`src/fcg_pkg.sv`:
```
// Shared types, constants and helper functions for the FAT32 format geometry block.
package fcg_pkg;

	localparam int FCG_DIV_BITS  = 20;
	localparam int FCG_LATENCY   = FCG_DIV_BITS + 4;
	localparam int FCG_TABLE_LEN = 6;

	localparam logic [31:0] FCG_BOUND [FCG_TABLE_LEN] = '{
		32'd66600, 32'd532480, 32'd16777216, 32'd33554432, 32'd67108864, 32'hFFFF_FFFF
	};
	// log2 of the cluster size for each size class; the first class is too small
	localparam logic [2:0] FCG_SHIFT [FCG_TABLE_LEN] = '{
		3'd0, 3'd0, 3'd3, 3'd4, 3'd5, 3'd6
	};
	localparam logic [2:0] FCG_SHIFT_MAX = 3'd6;
	localparam logic [6:0] FCG_RSVD_SMALL = 7'd32;
	localparam logic [6:0] FCG_RSVD_LARGE = 7'd64;

	typedef struct packed {
		logic        too_small;
		logic [2:0]  sh;
		logic [31:0] total;
		logic [13:0] dvs;
		logic [32:0] rem;
		logic [19:0] quot;
	} fcg_item_t;

	// (31 + spc) rounded down to a multiple of spc, for spc = 1, 8, 16, 32, 64
	function automatic logic [6:0] fcg_rsvd(input logic [2:0] sh);
		logic [6:0] r;
		r = (sh == FCG_SHIFT_MAX) ? FCG_RSVD_LARGE : FCG_RSVD_SMALL;
		return r;
	endfunction

	// (256 * spc + 2) / 2 = 128 * spc + 1
	function automatic logic [13:0] fcg_divisor(input logic [2:0] sh);
		logic [13:0] d;
		d = (14'd1 << (4'(sh) + 4'd7)) + 14'd1;
		return d;
	endfunction

endpackage

```
`src/fat32_format_geometry.sv`:
```
// Top level of the FAT32 format geometry pipeline.
// Each item passes through the front stages, the divider stages and the back stages in order.
// Throughput: one item per cycle; busy is never raised, so start may stay high.
// Depth is set by the restoring divider for the FAT size, one quotient bit per stage.
// Reset (arst_n low, asynchronous) drops every item in flight; no result follows.
// The receiver cannot stall: each result shows for one cycle with done high.
module fat32_format_geometry import fcg_pkg::*; (
	input  logic        clk,
	input  logic        arst_n,
	input  logic        start,
	output logic        busy,
	input  logic [31:0] total_sectors,
	output logic        done,
	output logic        too_small,
	output logic [6:0]  sectors_per_cluster,
	output logic [6:0]  reserved_sectors,
	output logic [19:0] fat_size_sectors,
	output logic [21:0] data_start_sector,
	output logic [26:0] free_clusters
);

	// front: size class, divisor, rounded-up dividend
	logic      front_vld;
	fcg_item_t front_item;
	// divider: FAT size quotient
	logic      div_vld;
	fcg_item_t div_item;

	// every stage advances each cycle, so an item is always taken
	assign busy = 1'b0;

	fcg_front u_front (
		.clk           (clk),
		.arst_n        (arst_n),
		.start         (start),
		.total_sectors (total_sectors),
		.vld           (front_vld),
		.item          (front_item)
	);

	fcg_divider u_divider (
		.clk      (clk),
		.arst_n   (arst_n),
		.in_vld   (front_vld),
		.in_item  (front_item),
		.out_vld  (div_vld),
		.out_item (div_item)
	);

	// back: data start, free clusters, zeroing of too-small results
	fcg_back u_back (
		.clk                 (clk),
		.arst_n              (arst_n),
		.in_vld              (div_vld),
		.in_item             (div_item),
		.done                (done),
		.too_small           (too_small),
		.sectors_per_cluster (sectors_per_cluster),
		.reserved_sectors    (reserved_sectors),
		.fat_size_sectors    (fat_size_sectors),
		.data_start_sector   (data_start_sector),
		.free_clusters       (free_clusters)
	);

	// a result only ever follows an accepted item by the fixed latency
	a_done_follows_start: assert property (@(posedge clk) disable iff (!arst_n)
		done |-> $past(start, FCG_LATENCY))
		else $error("result without a matching item");

	a_start_gives_done: assert property (@(posedge clk) disable iff (!arst_n)
		start |-> ##FCG_LATENCY done)
		else $error("accepted item lost in the pipeline");

	a_layout_sum: assert property (@(posedge clk) disable iff (!arst_n)
		(done && !too_small) |-> (sectors_per_cluster != 7'd0 &&
		data_start_sector == 22'(reserved_sectors) + {1'b0, fat_size_sectors, 1'b0}))
		else $error("data start does not match reserved area plus two FATs");

	a_small_zero: assert property (@(posedge clk) disable iff (!arst_n)
		(done && too_small) |-> (sectors_per_cluster == 7'd0 && reserved_sectors == 7'd0 &&
		fat_size_sectors == 20'd0 && data_start_sector == 22'd0 && free_clusters == 27'd0))
		else $error("too-small result carries nonzero fields");

endmodule

```
`src/fcg_front.sv`:
```
// Front stages: size class lookup, then divisor and rounded dividend setup.
module fcg_front import fcg_pkg::*; (
	input  logic        clk,
	input  logic        arst_n,
	input  logic        start,
	input  logic [31:0] total_sectors,
	output logic        vld,
	output fcg_item_t   item
);

	logic        vld_s1, vld_s2;
	logic [31:0] total_s1;
	logic        small_s1;
	logic [2:0]  sh_s1;
	fcg_item_t   item_s2;

	logic        small_c;
	logic [2:0]  sh_c;
	fcg_item_t   nxt_c;
	logic [6:0]  rsvd_c;

	// pick the first class whose bound holds the total
	always_comb begin
		sh_c    = FCG_SHIFT_MAX;
		small_c = 1'b0;
		for (int i = FCG_TABLE_LEN - 1; i >= 0; i--) begin
			if (total_sectors <= FCG_BOUND[i]) begin
				sh_c    = FCG_SHIFT[i];
				small_c = (i == 0);
			end
		end
	end

	// dividend = total - rsvd + divisor - 1, never below total; zero for a too-small total
	always_comb begin
		rsvd_c          = fcg_rsvd(sh_s1);
		nxt_c.too_small = small_s1;
		nxt_c.sh        = sh_s1;
		nxt_c.total     = total_s1;
		nxt_c.dvs       = fcg_divisor(sh_s1);
		nxt_c.quot      = '0;
		nxt_c.rem       = {1'b0, total_s1} + 33'(nxt_c.dvs - 14'd1 - 14'(rsvd_c));
		if (small_s1) begin
			nxt_c.rem = '0;
		end
	end

	always_ff @(posedge clk or negedge arst_n) begin
		if (!arst_n) begin
			vld_s1 <= 1'b0;
			vld_s2 <= 1'b0;
		end else begin
			vld_s1 <= start;
			vld_s2 <= vld_s1;
		end
	end

	always_ff @(posedge clk) begin
		total_s1 <= total_sectors;
		small_s1 <= small_c;
		sh_s1    <= sh_c;
		item_s2  <= nxt_c;
	end

	assign vld  = vld_s2;
	assign item = item_s2;

endmodule

```
`src/fcg_divider.sv`:
```
// Restoring divider, one quotient bit per pipeline stage.
module fcg_divider import fcg_pkg::*; (
	input  logic      clk,
	input  logic      arst_n,
	input  logic      in_vld,
	input  fcg_item_t in_item,
	output logic      out_vld,
	output fcg_item_t out_item
);

	fcg_item_t item_sn [FCG_DIV_BITS];
	logic      vld_sn  [FCG_DIV_BITS];
	fcg_item_t chain   [FCG_DIV_BITS + 1];
	logic      chain_v [FCG_DIV_BITS + 1];

	assign chain[0]   = in_item;
	assign chain_v[0] = in_vld;

	for (genvar g = 0; g < FCG_DIV_BITS; g++) begin : g_step
		localparam int BIT = FCG_DIV_BITS - 1 - g;
		fcg_item_t   nxt;
		logic [32:0] shd;
		logic [33:0] diff;

		// subtract divisor << BIT when it fits, setting that quotient bit
		always_comb begin
			shd  = 33'(chain[g].dvs) << BIT;
			diff = {1'b0, chain[g].rem} - {1'b0, shd};
			nxt  = chain[g];
			if (!diff[33]) begin
				nxt.rem       = diff[32:0];
				nxt.quot[BIT] = 1'b1;
			end
		end

		always_ff @(posedge clk or negedge arst_n) begin
			if (!arst_n) begin
				vld_sn[g] <= 1'b0;
			end else begin
				vld_sn[g] <= chain_v[g];
			end
		end

		always_ff @(posedge clk) begin
			item_sn[g] <= nxt;
		end

		assign chain[g + 1]   = item_sn[g];
		assign chain_v[g + 1] = vld_sn[g];
	end

	assign out_vld  = chain_v[FCG_DIV_BITS];
	assign out_item = chain[FCG_DIV_BITS];

endmodule

```
`src/fcg_back.sv`:
```
// Back stages: data start, data sector count and free cluster count.
module fcg_back import fcg_pkg::*; (
	input  logic        clk,
	input  logic        arst_n,
	input  logic        in_vld,
	input  fcg_item_t   in_item,
	output logic        done,
	output logic        too_small,
	output logic [6:0]  sectors_per_cluster,
	output logic [6:0]  reserved_sectors,
	output logic [19:0] fat_size_sectors,
	output logic [21:0] data_start_sector,
	output logic [26:0] free_clusters
);

	logic        vld_s1, vld_s2;
	logic        small_s1;
	logic [2:0]  sh_s1;
	logic [6:0]  rsvd_s1;
	logic [19:0] fat_s1;
	logic [21:0] dstart_s1;
	logic [32:0] diff_s1;

	logic        small_s2;
	logic [6:0]  spc_s2, rsvd_s2;
	logic [19:0] fat_s2;
	logic [21:0] dstart_s2;
	logic [26:0] free_s2;

	logic [6:0]  rsvd_c;
	logic [21:0] dstart_c;
	logic [32:0] diff_c;
	logic [31:0] shifted_c;

	always_comb begin
		rsvd_c    = fcg_rsvd(in_item.sh);
		dstart_c  = 22'(rsvd_c) + {1'b0, in_item.quot, 1'b0};
		diff_c    = {1'b0, in_item.total} - {11'b0, dstart_c};
		shifted_c = diff_s1[31:0] >> sh_s1;
	end

	always_ff @(posedge clk or negedge arst_n) begin
		if (!arst_n) begin
			vld_s1 <= 1'b0;
			vld_s2 <= 1'b0;
		end else begin
			vld_s1 <= in_vld;
			vld_s2 <= vld_s1;
		end
	end

	always_ff @(posedge clk) begin
		small_s1  <= in_item.too_small;
		sh_s1     <= in_item.sh;
		rsvd_s1   <= rsvd_c;
		fat_s1    <= in_item.quot;
		dstart_s1 <= dstart_c;
		diff_s1   <= diff_c;

		small_s2 <= small_s1;
		if (small_s1) begin
			spc_s2    <= '0;
			rsvd_s2   <= '0;
			fat_s2    <= '0;
			dstart_s2 <= '0;
			free_s2   <= '0;
		end else begin
			spc_s2    <= 7'd1 << sh_s1;
			rsvd_s2   <= rsvd_s1;
			fat_s2    <= fat_s1;
			dstart_s2 <= dstart_s1;
			free_s2   <= diff_s1[32] ? '0 : shifted_c[26:0];
		end
	end

	assign done                = vld_s2;
	assign too_small           = small_s2;
	assign sectors_per_cluster = spc_s2;
	assign reserved_sectors    = rsvd_s2;
	assign fat_size_sectors    = fat_s2;
	assign data_start_sector   = dstart_s2;
	assign free_clusters       = free_s2;

endmodule
```
`config.mk`:
```
export PLATFORM = sky130hd
export DESIGN_NAME = fat32_format_geometry
export DESIGN_NICKNAME = d
export VERILOG_FILES = /design/src/fcg_pkg.sv /design/src/fat32_format_geometry.sv /design/src/fcg_front.sv /design/src/fcg_divider.sv /design/src/fcg_back.sv
export SDC_FILE = /design/constraint.sdc
export NUM_CORES = 2
export LEC_CHECK = 0
export BUFFER_PORTS_ARGS = -buffer_cell sky130_fd_sc_hd__buf_2
export CORE_UTILIZATION = 60
export CTS_BUF_LIST = sky130_fd_sc_hd__clkbuf_8
export DETAILED_ROUTE_END_ITERATION = 8
export PLACE_DENSITY_LB_ADDON = 0.15
export SLEW_MARGIN = 5
export SYNTH_ARGS = -nofsm -noshare
export SYNTH_HDL_FRONTEND = slang
export SYNTH_HIERARCHICAL = 1
export SYNTH_SLANG_ARGS = --single-unit
```
`constraint.sdc`:
```
create_clock -name clk -period 7.2 [get_ports clk]
set_input_delay 2.16 -clock clk [delete_from_list [all_inputs] [get_ports clk]]
set_output_delay 2.16 -clock clk [all_outputs]
set_load 0.005 [all_outputs]
```
Yosys cells after proc, flatten, opt, wreduce, memory -nomap -nowiden
Memories as Yosys holds them, arrays and structs flattened.
Cells that the tools add are included.

storage, ports and cells
  ROM bits = 0
  RAM bits = 2060
  word-level logic and storage cells = 131
  latch bits = 0
  memories kept = 1
  output and inout bits = 86
  flip-flop bits (word level) = 313
  input bits = 35

cells by class
  shifts and indexed selects = 3
  div/mod/pow operators = 0
  reductions and logical operators = 3
  equal/unequal tests = 2
  $lt $le $gt $ge = 5
  multiply operators = 0
  bitwise gates (word level) = 0
  add/sub/neg operators = 27
  mux-type cells = 45

memories
  memory             depth  bits a word  rd ports  clocked after Yosys merged registers in  wr ports  line               RTL
  u_divider.item_sn  20     103          20        0                                        20        fcg_divider.sv:11  fcg_item_t item_sn [FCG_DIV_BITS];

operator list
  cell                                            count
  33-bit two-way mux                              19
  34-bit two-way mux                              1
  33-bit by 14-bit subtractor with 34-bit output  1
  33-bit by 15-bit subtractor with 34-bit output  1
  33-bit by 16-bit subtractor with 34-bit output  1
  33-bit by 17-bit subtractor with 34-bit output  1
  33-bit by 18-bit subtractor with 34-bit output  1
  33-bit by 19-bit subtractor with 34-bit output  1
  33-bit by 20-bit subtractor with 34-bit output  1
  33-bit by 21-bit subtractor with 34-bit output  1
  33-bit by 22-bit subtractor with 34-bit output  1
  33-bit by 23-bit subtractor with 34-bit output  1
  33-bit by 24-bit subtractor with 34-bit output  1
  33-bit by 25-bit subtractor with 34-bit output  1
  33-bit by 26-bit subtractor with 34-bit output  1
  33-bit by 27-bit subtractor with 34-bit output  1
  33-bit by 28-bit subtractor with 34-bit output  1
  33-bit by 29-bit subtractor with 34-bit output  1
  33-bit by 30-bit subtractor with 34-bit output  1
  33-bit by 31-bit subtractor with 34-bit output  1
  33-bit by 32-bit subtractor with 34-bit output  1
  33-bit by 33-bit subtractor with 34-bit output  1
  32-bit by 33-bit adder with 33-bit output       1
  32-bit by 22-bit subtractor with 33-bit output  1
  19 further kinds                                43

Longest topological paths before layout
  depth after elaboration = 6
  depth in mapped cells = 20
  mapped depth without buffers = 18

Modules after synthesis
The synthesis kept the hierarchy.

modules (own cells, without submodules)
  module                 seq. area each (µm²)  cells an instance  instances  area an instance (µm²)
  fcg_divider            41740.0               5306               1          62857.8
  fcg_back               3052.9                611                1          6530.0
  fcg_front              2432.3                534                1          5144.9
  fat32_format_geometry  0.0                   2                  1          11.3

Worst setup path after synthesis
No wires, ideal clock.

  path type = reg-to-reg
  start point = register u_front.sh_s1[0]
  end point = register u_front.item_s2 (netlist bit u_front/item[47])
  stages on the path, launching flop included = 17
  arrival = 4897 ps
  data required time = 7079 ps
  setup time = 121 ps
  clock period less this slack = 5018 ps
  path slack = 2182 ps
  path buffers = 3
  cell sequence = dfxtp_1 > clkbuf_1 > nand3b_1 > ha_1 > inv_1 > fa_1 > clkbuf_1 > nor3b_1 > ha_1 > clkbuf_1 > a21o_1 > a21o_1 > a21oi_1 > o221ai_1 > a21boi_0 > a21boi_1 > mux2_2

on the way
  cells in the longest elaborated chain, start to end = 6
  elaborated cells on any way between the ends = 8
  classes of those cells = add/sub (5); eq/ne (1); shift (1); mux (1)

ends and longest elaborated chain
  what                                               line             RTL
  from (decl)                                        fcg_front.sv:14  logic [2:0] sh_s1;
  from (signal assigned)                             fcg_front.sv:61  sh_s1 <= sh_c;
  3-bit by 3-bit adder with 4-bit output             fcg_pkg.sv:38    d = (14'd1 << (4'(sh) + 4'd7)) + 14'd1;
  1-bit by 4-bit << shifter with 14-bit output       fcg_pkg.sv:38
  14-bit by 1-bit adder with 14-bit output           fcg_pkg.sv:38
  14-bit by 1-bit subtractor with 15-bit output      fcg_front.sv:42  nxt_c.rem = {1'b0, total_s1} + 33'(nxt_c.dvs - 14'd1 - 14'(rsvd_c));
  33-bit by 7-bit subtractor with 33-bit output (*)  fcg_front.sv:42
  32-bit by 33-bit adder with 33-bit output (*)      fcg_front.sv:42
  to (signal assigned)                               fcg_front.sv:62  item_s2 <= nxt_c;
  to (decl)                                          fcg_front.sv:15  fcg_item_t item_s2;

Mark *: on every way between the ends. The rest lies on a longest branch, timed or not.
A chain may end at the register's enable or synchronous reset.

==> metrics <==
grt total ovfl=0; drt drc=0; Layout Skew=52.3 ps; row cnt=127; flop2flop setup slack=2580 ps; post-CTS resize count=0; Clock Tree Root=clkbuf_8; Worst VDD drop=0.000280 V; Die W=349 µm; CTS Hold Buffers Added=0; Peak Freq=217 MHz; Nets=6940; final setup fails=0; fin crit period=4620 ps; final period utilization=0.641; CTS tree=done; Setup TNS Final=0 ps; die footprint=122000 µm²; met2 Use GR=0.347; number of synthesis warnings=6; share of cells above drive strength 1=0.114; CP endpoint kind=flop; worst slew pin tran=1160 ps; Cell Area, Synth=72400 µm²; Die Y-Extent=349 µm; R2R cell count=16; Worst R2R Start=u_divider/item_sn[4][410]; M3 GR Usage=0.0356; post-CTS setup repair buffer count=0; hold depth=0; WS Path Type=reg2reg; Wirelength per Cell=14.1 µm; most frequent cells in the layout=dfxtp_1, inv_1, clkbuf_8, nor2_1, ha_1; H-tree depth=5; headroom to the max-slew limit=0.217; Critical Path AT=5470 ps; Cells after Synth=6237; Syn Area/Cell=11.6 µm²; Pwr Density=429 nW/µm²; total power=34.7 mW; met1 global-route usage=0.220; largest net degree at the start of global routing=47; Ports=121; All-Layer GR Usage=0.193; antenna violation net count after detailed routing=0; Final Hold Viols=0; Final Wtd Congestion=0.848; antenna violations before repair=3; leakage power=35.1 nW; starting density of the core=0.605; beginning of the worst hold path=u_divider/item_sn[1][230]; crit-path max FO=12; multi-input logic area=23700 µm²; post-DP HPWL=82500 µm; worst r2r dst=u_back/diff_s1[22]; vias=41800; global-route wire length before repair=195000 µm; Max Buffers Root-to-Sink=4; Avg Vias per Cell=4.97; DR iter-0 viols=2024; Max Cap Viol=0; Critical Path RT=8060 ps; Worst Hold Path EP=u_divider/item_sn[1][333]; synth-to-layout area growth=11.9%; sequential cell area=46300 µm²; RSZ-0062 raised after global routing=false; Routed WL=118000 µm; Placeable Area=120000 µm²; IO buf count=113; CTS sink cnt=2306; commonest non-fill, non-tap cell in the layout=dfxtp_1; outcome=finished, final reports clean; Clk Latency, worst-skew pair=970 ps; Layout fillers=8827; final max-slew violation count=0; Setup crit start kind=flop; clock buffer count from CTS=348; Worst-path clk slew=60 ps; final core utilization=0.676; worst hold-check path type=reg2reg; GRT Max-Usage Layer=met2; number of global-route vias before repair=41800; TritonRoute pass-1 iters=7
-- final cells by class --
| type | count | share of cell area |
|---|---|---|
| inverters | 391 | 0.0181 |
| repair buffers | 126 | 0.00819 |
| diodes | 5 | 0.000154 |
| flip-flops and latches | 2306 | 0.571 |
| multi-input cells | 3375 | 0.293 |
| clock inverters | 156 | 0.0105 |
| clock buffers | 434 | 0.0737 |
| well taps | 1612 | 0.0249 |
-- critical path, stage by stage (launching register included) --
cell	delay, ps
dfxtp_1	330
nand2_1	50
or2_2	300
ha_1	250
fa_1	430
nand3_1	160
xnor2_1	160
inv_1	70
ha_1	380
nand4_1	110
a21oi_1	190
nor2_1	110
o21ai_0	320
a31oi_1	200
o41ai_2	1050
nor4_1	110
a311oi_1	300
-- where the power goes --
group	switching (mW)	leakage (nW)	internal (mW)
Combinational	4.52	11.7	3.87
Sequential	1.21	19.4	15.0
Clock	4.50	3.95	5.65
-- worst max path at each step --
| stage | from | to | slack [ps] | cells past startpoint |
|---|---|---|---|---|
| floorplan | u_front/sh_s1[0] | u_front/item[47] | 2180 | 16 |
| global placement | u_divider/item_sn[4][410] | u_back/diff_s1[22] | 2620 | 16 |
| detailed placement | u_divider/item_sn[4][410] | u_back/diff_s1[22] | 2560 | 16 |
| CTS | u_divider/item_sn[4][410] | u_back/diff_s1[22] | 2530 | 16 |
| global route | u_divider/item_sn[4][410] | u_back/diff_s1[22] | 2200 | 16 |
| finish | u_divider/item_sn[4][410] | u_back/diff_s1[22] | 2580 | 16 |
-- state kept, by name (all words and copies together) (netlist names), 19 cells and up --
register,cells
u_front/item,83
u_back/free_clusters,27
u_divider/chain_v,19
u_back/fat_size_sectors,20
u_back/fat_s1,20
u_divider/item_sn,2013
u_back/diff_s1,33
u_front/total_s1,32
-- metal layers --
metal / vias to the layer above / wire (µm) / part of all wire
met5: - / 0 / 0
met2: 770 / 59000 / 0.50
met4: 0 / 3890 / 0.033
met3: 306 / 4080 / 0.035
met1: 19000 / 51100 / 0.43
li1: 21700 / - / -
-- metrics by stage --
| stage | setup WS [ps] | instance area (µm²) | std cells | hold slack [ps] |
|---|---|---|---|---|
| 2_1_floorplan | 2180 | 72600 | 6276 | 310 |
| 3_3_place_gp | 2620 | 74200 | 7810 | 309 |
| 3_5_place_dp | 2560 | 74200 | 7810 | 312 |
| 4_1_cts | 2530 | 81000 | 8400 | 282 |
| 5_1_grt | 2200 | 81000 | 8405 | 289 |
| 6_report | 2580 | 81000 | 8405 | 284 |
(Power assumes the default switching activity.)
